===== src/design/csp_pkg.sv =====
// csp_pkg: shared types, constants and basis tables for the cubic spline point evaluator
// no dependencies; imported by every module of the block except the generic ram
package csp_pkg;

	localparam int MAX_NODES = 256;
	localparam int COORD_W   = 32;
	localparam int ADDR_W    = $clog2(MAX_NODES);
	localparam int CNT_W     = $clog2(MAX_NODES + 1);
	localparam int NODE_W    = 3 * COORD_W;
	localparam int WGT_W     = 37;
	localparam int ACC_W     = 64;

	localparam logic [1:0] ACT_APPEND = 2'd0;
	localparam logic [1:0] ACT_EVAL   = 2'd1;
	localparam logic [1:0] ACT_CLOSE  = 2'd2;

	localparam logic [1:0] STAT_OK    = 2'd0;
	localparam logic [1:0] STAT_NOSEG = 2'd1;
	localparam logic [1:0] STAT_FULL  = 2'd2;

	typedef struct packed {
		logic [1:0]         action;
		logic signed [31:0] node_x;
		logic signed [31:0] node_y;
		logic signed [31:0] node_z;
		logic [31:0]        curve_param;
	} in_item_t;

	typedef struct packed {
		logic [1:0]         status;
		logic signed [31:0] pos_x;
		logic signed [31:0] pos_y;
		logic signed [31:0] pos_z;
		logic signed [31:0] tan_x;
		logic signed [31:0] tan_y;
		logic signed [31:0] tan_z;
	} out_item_t;

	typedef struct packed {
		logic signed [COORD_W-1:0] x;
		logic signed [COORD_W-1:0] y;
		logic signed [COORD_W-1:0] z;
	} node_t;

	typedef logic signed [WGT_W-1:0] wgt_t;

	typedef struct packed {
		logic       clear;
		logic       valid;
		logic [1:0] sel;
	} mac_ctl_t;

	typedef logic signed [3:0] coef_t;

	localparam coef_t CR_B [4][4] = '{
		'{4'sd0, -4'sd1, 4'sd2, -4'sd1},
		'{4'sd2, 4'sd0, -4'sd5, 4'sd3},
		'{4'sd0, 4'sd1, 4'sd4, -4'sd3},
		'{4'sd0, 4'sd0, -4'sd1, 4'sd1}
	};

	localparam coef_t BS_B [4][4] = '{
		'{4'sd1, -4'sd3, 4'sd3, -4'sd1},
		'{4'sd4, 4'sd0, -4'sd6, 4'sd3},
		'{4'sd1, 4'sd3, 4'sd3, -4'sd3},
		'{4'sd0, 4'sd0, 4'sd0, 4'sd1}
	};

	typedef enum logic [2:0] {
		ST_IDLE,
		ST_APPEND,
		ST_CLOSE,
		ST_EVAL_W,
		ST_EVAL_RD,
		ST_DONE
	} state_t;

	typedef enum logic [3:0] {
		WS_IDLE,
		WS_CUBE,
		WS_NUM,
		WS_LOAD,
		WS_M1,
		WS_M2,
		WS_M3,
		WS_FIX,
		WS_DONE
	} wgt_stage_t;

endpackage


===== src/design/csp_modk.sv =====
// csp_modk: segment index reduction modulo the segment count, four bits a cycle
// depends on csp_pkg
module csp_modk import csp_pkg::*; (
	input  logic             clk,
	input  logic             arst_n,
	input  logic             start,
	input  logic [15:0]      dividend,
	input  logic [CNT_W-1:0] divisor,
	output logic [CNT_W-1:0] rem,
	output logic             done
);

	logic [15:0]      dvd_q;
	logic [CNT_W-1:0] dvs_q;
	logic [CNT_W-1:0] r_q;
	logic [CNT_W-1:0] r_d;
	logic [1:0]       cnt_q;
	logic             busy_q;
	logic             done_q;
	logic [CNT_W:0]   t;

	always_comb begin
		r_d = r_q;
		t   = '0;
		for (int b = 15; b >= 12; b--) begin
			t = {r_d, dvd_q[b]};
			if (t >= {1'b0, dvs_q}) begin
				t = t - {1'b0, dvs_q};
			end
			r_d = t[CNT_W-1:0];
		end
	end

	always_ff @(posedge clk or negedge arst_n) begin
		if (!arst_n) begin
			busy_q <= 1'b0;
			done_q <= 1'b0;
			cnt_q  <= 2'd0;
		end else if (start) begin
			busy_q <= 1'b1;
			done_q <= 1'b0;
			cnt_q  <= 2'd0;
		end else if (busy_q) begin
			cnt_q <= cnt_q + 2'd1;
			if (cnt_q == 2'd3) begin
				busy_q <= 1'b0;
				done_q <= 1'b1;
			end
		end
	end

	always_ff @(posedge clk) begin
		if (start) begin
			dvd_q <= dividend;
			dvs_q <= divisor;
			r_q   <= '0;
		end else if (busy_q) begin
			dvd_q <= dvd_q << 4;
			r_q   <= r_d;
		end
	end

	assign rem  = r_q;
	assign done = done_q;

endmodule


===== config.mk =====
export PLATFORM = sky130hd
export DESIGN_NAME = csp_modk
export DESIGN_NICKNAME = d
export VERILOG_FILES = /design/src/design/csp_pkg.sv /design/src/design/csp_modk.sv
export SDC_FILE = /design/constraint.sdc
export NUM_CORES = 1
export LEC_CHECK = 0
export ABC_CLOCK_PERIOD_IN_PS = 11500
export BUFFER_PORTS_ARGS = -buffer_cell sky130_fd_sc_hd__buf_4
export CORE_MARGIN = 2
export CORE_UTILIZATION = 50
export CTS_BUF_LIST = sky130_fd_sc_hd__clkbuf_4
export CTS_CLUSTER_SIZE = 14
export DETAILED_ROUTE_END_ITERATION = 6
export PLACE_DENSITY = 0.7
export SYNTH_ARGS = -nofsm -noshare
export SYNTH_HDL_FRONTEND = slang
export SYNTH_SLANG_ARGS = --single-unit
export TNS_END_PERCENT = 10

===== constraint.sdc =====
create_clock -name clk -period 11.5 [get_ports clk]
set_clock_uncertainty 0.15 [all_clocks]
set_input_delay 0.575 -clock clk [delete_from_list [all_inputs] [get_ports clk]]
set_output_delay 0.575 -clock clk [all_outputs]
set_load 0.005 [all_outputs]

After elaboration in Yosys (flattened, before gate mapping)
Index checks and enable logic that the tools add are counted.

Add/subtract/negate cells: 5. Magnitude comparators: 4. Eq/ne operators: 1. Mux-type cells: 14. Reduce and logical (&&, ||, !) cells: 3.

Operator list (count): 10-bit by 9-bit greater-or-equal comparator with 1-bit output (4); 9-bit 2-to-1 mux (4); 9-bit subtractor (4); 16-bit 2-to-1 mux (2); 1-bit 2-to-1 mux (6); 2-bit 2-to-1 mux (2); 2-bit nonzero test (2); 2-bit by 1-bit adder with 2-bit output, second input constant (1); 2-bit equality test, second input constant (1); 2-bit AND reduction (1).

Register bits after elaboration: 38. Output and inout bits: 10. Word-level logic and storage cells: 33.

Logic depth before layout (Yosys ltp)
Word-level depth: 8. Mapped depth: 38. Mapped depth without buffers: 36.

Least setup slack after synthesis
Ideal clock, no wire load.

Path kind: register to register. Start: register dvd_q[15]. End: register r_q[1] (netlist: rem[1]). Setup time: 0.122 ns. Arrival time: 7.568 ns. Required time: 11.228 ns. Path slack: 3.660 ns. Cell stages (with the launch flop): 36. Period minus slack after synthesis: 7.840 ns. Path through: edfxtp_1 > inv_1 > ha_1 > inv_1 > fa_1 > a211oi_4 > o211ai_2 > a21oi_4 > clkbuf_1 > a21oi_1 > fa_1 > nand2b_1 > a211oi_1 > o21ai_0 > and3_1 > buf_6 > mux2_2 > ha_1 > a21oi_1 > a21oi_1 > o31ai_1 > nand2_1 > o221ai_1 > a21o_1 > mux2_2 > ha_1 > a21oi_1 > nor2_1 > nor2_1 > o21ai_0 > nor2_1 > a21boi_0 > a2111oi_4 > buf_6 > nor3_1 > a311o_1.

Cells in the longest elaborated chain, start to end: 8. Elaborated cells on any way between the ends: 12. Classes of those cells: 4 x add/sub; 4 x order compare; 4 x mux.

Ends and longest elaborated chain: from (decl) (line csp_modk.sv:13) `logic [15:0] dvd_q;`; from (signal assigned) (line csp_modk.sv:54) `dvd_q <= dividend;`; from (signal assigned) (line csp_modk.sv:58) `dvd_q <= dvd_q << 4;`; 9-bit subtractor / 10-bit by 9-bit greater-or-equal comparator with 1-bit output (equally long branches) (line csp_modk.sv:28, csp_modk.sv:27); 9-bit 2-to-1 mux * (line csp_modk.sv:27) `if (t >= {1'b0, dvs_q}) begin`; 9-bit subtractor / 10-bit by 9-bit greater-or-equal comparator with 1-bit output (equally long branches) (line csp_modk.sv:28, csp_modk.sv:27); 9-bit 2-to-1 mux * (line csp_modk.sv:27); 9-bit subtractor / 10-bit by 9-bit greater-or-equal comparator with 1-bit output (equally long branches) (line csp_modk.sv:28, csp_modk.sv:27); 9-bit 2-to-1 mux * (line csp_modk.sv:27); 10-bit by 9-bit greater-or-equal comparator with 1-bit output / 9-bit subtractor (equally long branches) (line csp_modk.sv:27, csp_modk.sv:28); 9-bit 2-to-1 mux * (line csp_modk.sv:27); to (signal assigned) (line csp_modk.sv:59) `r_q <= r_d;`; to (decl) (line csp_modk.sv:15) `logic [CNT_W-1:0] r_q;`.

Mark *: on every way between the ends. The rest lies on a longest branch, timed or not. A chain may end at the register's enable or synchronous reset.

Worst setup path in the final report
Start: register dvd_q[15]. End: register r_q[4] (netlist: rem[4]).

Cells in the longest elaborated chain, start to end: 8. Elaborated cells on any way between the ends: 12. Classes of those cells: 4 x add/sub; 4 x order compare; 4 x mux.

Ends and longest elaborated chain (line): 9-bit subtractor / 10-bit by 9-bit greater-or-equal comparator with 1-bit output (equally long branches) (csp_modk.sv:28, csp_modk.sv:27); 9-bit 2-to-1 mux * (csp_modk.sv:27); 9-bit subtractor / 10-bit by 9-bit greater-or-equal comparator with 1-bit output (equally long branches) (csp_modk.sv:28, csp_modk.sv:27); 9-bit 2-to-1 mux * (csp_modk.sv:27); 9-bit subtractor / 10-bit by 9-bit greater-or-equal comparator with 1-bit output (equally long branches) (csp_modk.sv:28, csp_modk.sv:27); 9-bit 2-to-1 mux * (csp_modk.sv:27); 9-bit subtractor / 10-bit by 9-bit greater-or-equal comparator with 1-bit output (equally long branches) (csp_modk.sv:28, csp_modk.sv:27); 9-bit 2-to-1 mux * (csp_modk.sv:27).

Marks and branches as above.

==> results.json <==
{
  "critical_path.slowest_cell": "sky130_fd_sc_hd__a2111oi_4",
  "status": "complete, no violations",
  "drt_wl_total_mm": 7.362,
  "crit_path_start_kind": "flip-flop",
  "clkTransAtPathRegs_ps": 120,
  "maximum_number_of_pins_on_one_net_before_global_route_repair": 42,
  "hold_depth": 1,
  "synthFlopType": "sky130_fd_sc_hd__edfxtp_1",
  "tritoncts": "built",
  "detailed_place.area_um2": 3677,
  "numPortBuffers": 37,
  "later_pin_clock_latency_in_the_skew_report_ps": 350,
  "initial_core_util": 0.5221,
  "tightest_slew_ps": 817.1,
  "first_pass_grt_wire_length_mm": 12.58,
  "worst-path-max-fanout": 15,
  "die_w_um": 85.89,
  "total_via_count_in_the_routed_design": 2657,
  "final.hold.worst_slack_ps": 242.2,
  "avgSynthCellArea_um2": 9.805,
  "synth.lib_cells_used.distinct": 53,
  "ctsHtreeMaxLevel": 2,
  "required_ps": 11610,
  "core_area_um2": 6422,
  "synthesis.nets": 411,
  "post_synth_instance_area_um2": 3353,
  "cts_root_buf": "sky130_fd_sc_hd__clkbuf_4",
  "asyncSetResetFlopFracSynth": 0.1053,
  "wl_per_cell_um": 16.14,
  "clkSinkCount": 38,
  "finalWeightedCongestion": 1.017,
  "final_nets": 447,
  "clockBufferDepth": 2,
  "gr-usage-all-layers": 0.2148,
  "rsz0062_at_grt": "false",
  "area_growth_pct": 11.57,
  "layout_worst_path_cycle_share": 0.7718,
  "drt_first_iter_violations": 139,
  "drt-vias-per-instance": 5.827,
  "synth_top_area_cell": "sky130_fd_sc_hd__edfxtp_1",
  "drt-pass1-iter-count": 5,
  "post_cts_buffers": 0,
  "timing.final.setup_violations": 0,
  "ant_nets": 0,
  "slew_headroom": 0.4553,
  "synthCells": 342,
  "ctsResizeCount": 0,
  "maxCapViolations": 0,
  "final-max-slew-violation-count": 0,
  "synthesis_stage_register_bit_count": 38,
  "tns_ps": 0,
  "synth-seq-area-share": 0.3075,
  "synth_warnings": 0,
  "post_route_cells_drive_above_1_share": 0.2111,
  "number_of_cts_inserted_buffers": 5,
  "globalRouteOverflowTotal": 0,
  "post-route-min-period_ps": 8876,
  "rr_worst_depth": 33,
  "arrival_time_at_the_worst_endpoint_ps": 8990,
  "grt_antenna_before_repair": 0,
  "n_antenna_cell": 0,
  "finalHoldViolations": 0,
  "first_global_vias": 2701,
  "setup.worst_path.end_class": "flip-flop",
  "std_cell_rows": 29,
  "maxClockFrequency_mhz": 112.7,
  "io_pins": 38,
  "critPathMaxStageDelay_ps": 750,
  "route.detailed.drc": 0,
  "fillers": 554,
  "postLayoutCellArea_um2": 3741,
  "netlist.area_leader.share": 0.2239,
  "ys_top_cells_by_area": "sky130_fd_sc_hd__edfxtp_1 (22%), sky130_fd_sc_hd__ha_1 (14%), sky130_fd_sc_hd__mux2_2 (8.7%), sky130_fd_sc_hd__dfxtp_1 (5.4%), sky130_fd_sc_hd__xnor2_1 (4.7%)",
  "synth_enable_flop_cells": 25,
  "min-delay-path-class": "input port to flip-flop",
  "ys_top_cells_by_count": "sky130_fd_sc_hd__ha_1 (37), sky130_fd_sc_hd__nor2_1 (28), sky130_fd_sc_hd__mux2_2 (26), sky130_fd_sc_hd__edfxtp_1 (25), sky130_fd_sc_hd__inv_1 (24)",
  "dieArea_um2": 7377,
  "vertical_die_dimension_um": 85.89,
  "detailed_place_hpwl_mm": 5.923,
  "synthMostInstantiatedCell": "sky130_fd_sc_hd__ha_1",
  "path_class": "flip-flop to flip-flop"
}
logic make-up (layout without fill, tap and decap cells):
| logic type | Yosys count | after routing | synth area share |
|---|---|---|---|
| AO/OA/AOI/OAI | 84 | 84 | 0.1821 |
| XOR/XNOR | 22 | 22 | 0.05746 |
| adder cells (fa/ha/maj) | 41 | 41 | 0.1619 |
| buffers and inverters | 33 | 70 | 0.04179 |
| flip-flops | 38 | 38 | 0.3075 |
| multiplexers | 36 | 36 | 0.1187 |
| AND/OR/NAND/NOR | 88 | 88 | 0.1306 |
what timing repair did:
action                                  CTS  global route
hold buffers                              1             0
hold endpoints to repair                  4             0
endpoints found under the setup margin    0             0
stage by stage:
step                      cells  setup slack, ps    util
after floorplan             342             3660       -
after global placement      447             2867  0.5726
after detailed placement    447             2688  0.5726
after CTS                   456             2651  0.5825
after global routing        456             1806  0.5825
final                       456             2624  0.5825
flip-flops by register name, indices dropped and copies added, names as in the netlist:
register,cells
dvd_q,16
dvs_q,9
rem,9
cnt_q,2
busy_q,1
done,1
cell type report:
type                            instances  area [um^2]  share of cell area
Clock inverter                          3        16.27            0.004348
Sequential cell                        38         1031              0.2756
Inverter                               24        90.09             0.02408
Multi-Input combinational cell        271         2182              0.5833
Tap cell                               77        96.34             0.02575
Timing Repair Buffer                   38        287.8             0.07692
Clock buffer                            5        37.54             0.01003
placed cells by master (no fill, tap or decap), types with 7 or more instances in the layout:
| cell type | n |
|---|---|
| sky130_fd_sc_hd__nor2b_1 | 7 |
| sky130_fd_sc_hd__a211oi_1 | 12 |
| sky130_fd_sc_hd__a21o_1 | 7 |
| sky130_fd_sc_hd__o21ai_0 | 15 |
| sky130_fd_sc_hd__buf_4 | 37 |
| sky130_fd_sc_hd__a21oi_1 | 19 |
| sky130_fd_sc_hd__nand2_1 | 15 |
| sky130_fd_sc_hd__edfxtp_1 | 25 |
| sky130_fd_sc_hd__xnor2_1 | 18 |
| sky130_fd_sc_hd__inv_1 | 24 |
| sky130_fd_sc_hd__nor2_1 | 28 |
| sky130_fd_sc_hd__mux2_2 | 26 |
| sky130_fd_sc_hd__nor3_1 | 7 |
| sky130_fd_sc_hd__ha_1 | 37 |
| sky130_fd_sc_hd__mux2i_1 | 9 |
| sky130_fd_sc_hd__dfxtp_1 | 9 |
metal layers:
layer  track usage  wire (um)  part of all wire
met4       0.06349        149             0.020
met2        0.3502       3474              0.47
met5             0          0                 0
met3       0.03272        283             0.038
met1        0.2956       3454              0.47
path summary, 6_finish.rpt:
check	slack [ps]	endpoint	startpoint
hold / removal	240	dvs_q[5]	divisor[5]
hold reg to reg	370	done	done
min in group asynchronous	400	busy_q	arst_n
setup reg to reg	2620	rem[4]	dvd_q[15]
setup / recovery	2620	rem[4]	dvd_q[15]
max in group asynchronous	10700	done	arst_n
worst max-delay path, delay by kind of cell (launching register included):
| kind | cells | cell delay (ps) |
|---|---|---|
| AND/OR/NAND/NOR | 8 | 1240 |
| adder cells (fa/ha/maj) | 5 | 1760 |
| flip-flops | 1 | 440 |
| AO/OA/AOI/OAI | 15 | 4090 |
| multiplexers | 3 | 980 |
| buffers and inverters | 2 | 130 |
Power is left out: the tool's default activity adds up to more than one toggle a clock period on the data nets, which glitch-free logic cannot reach.
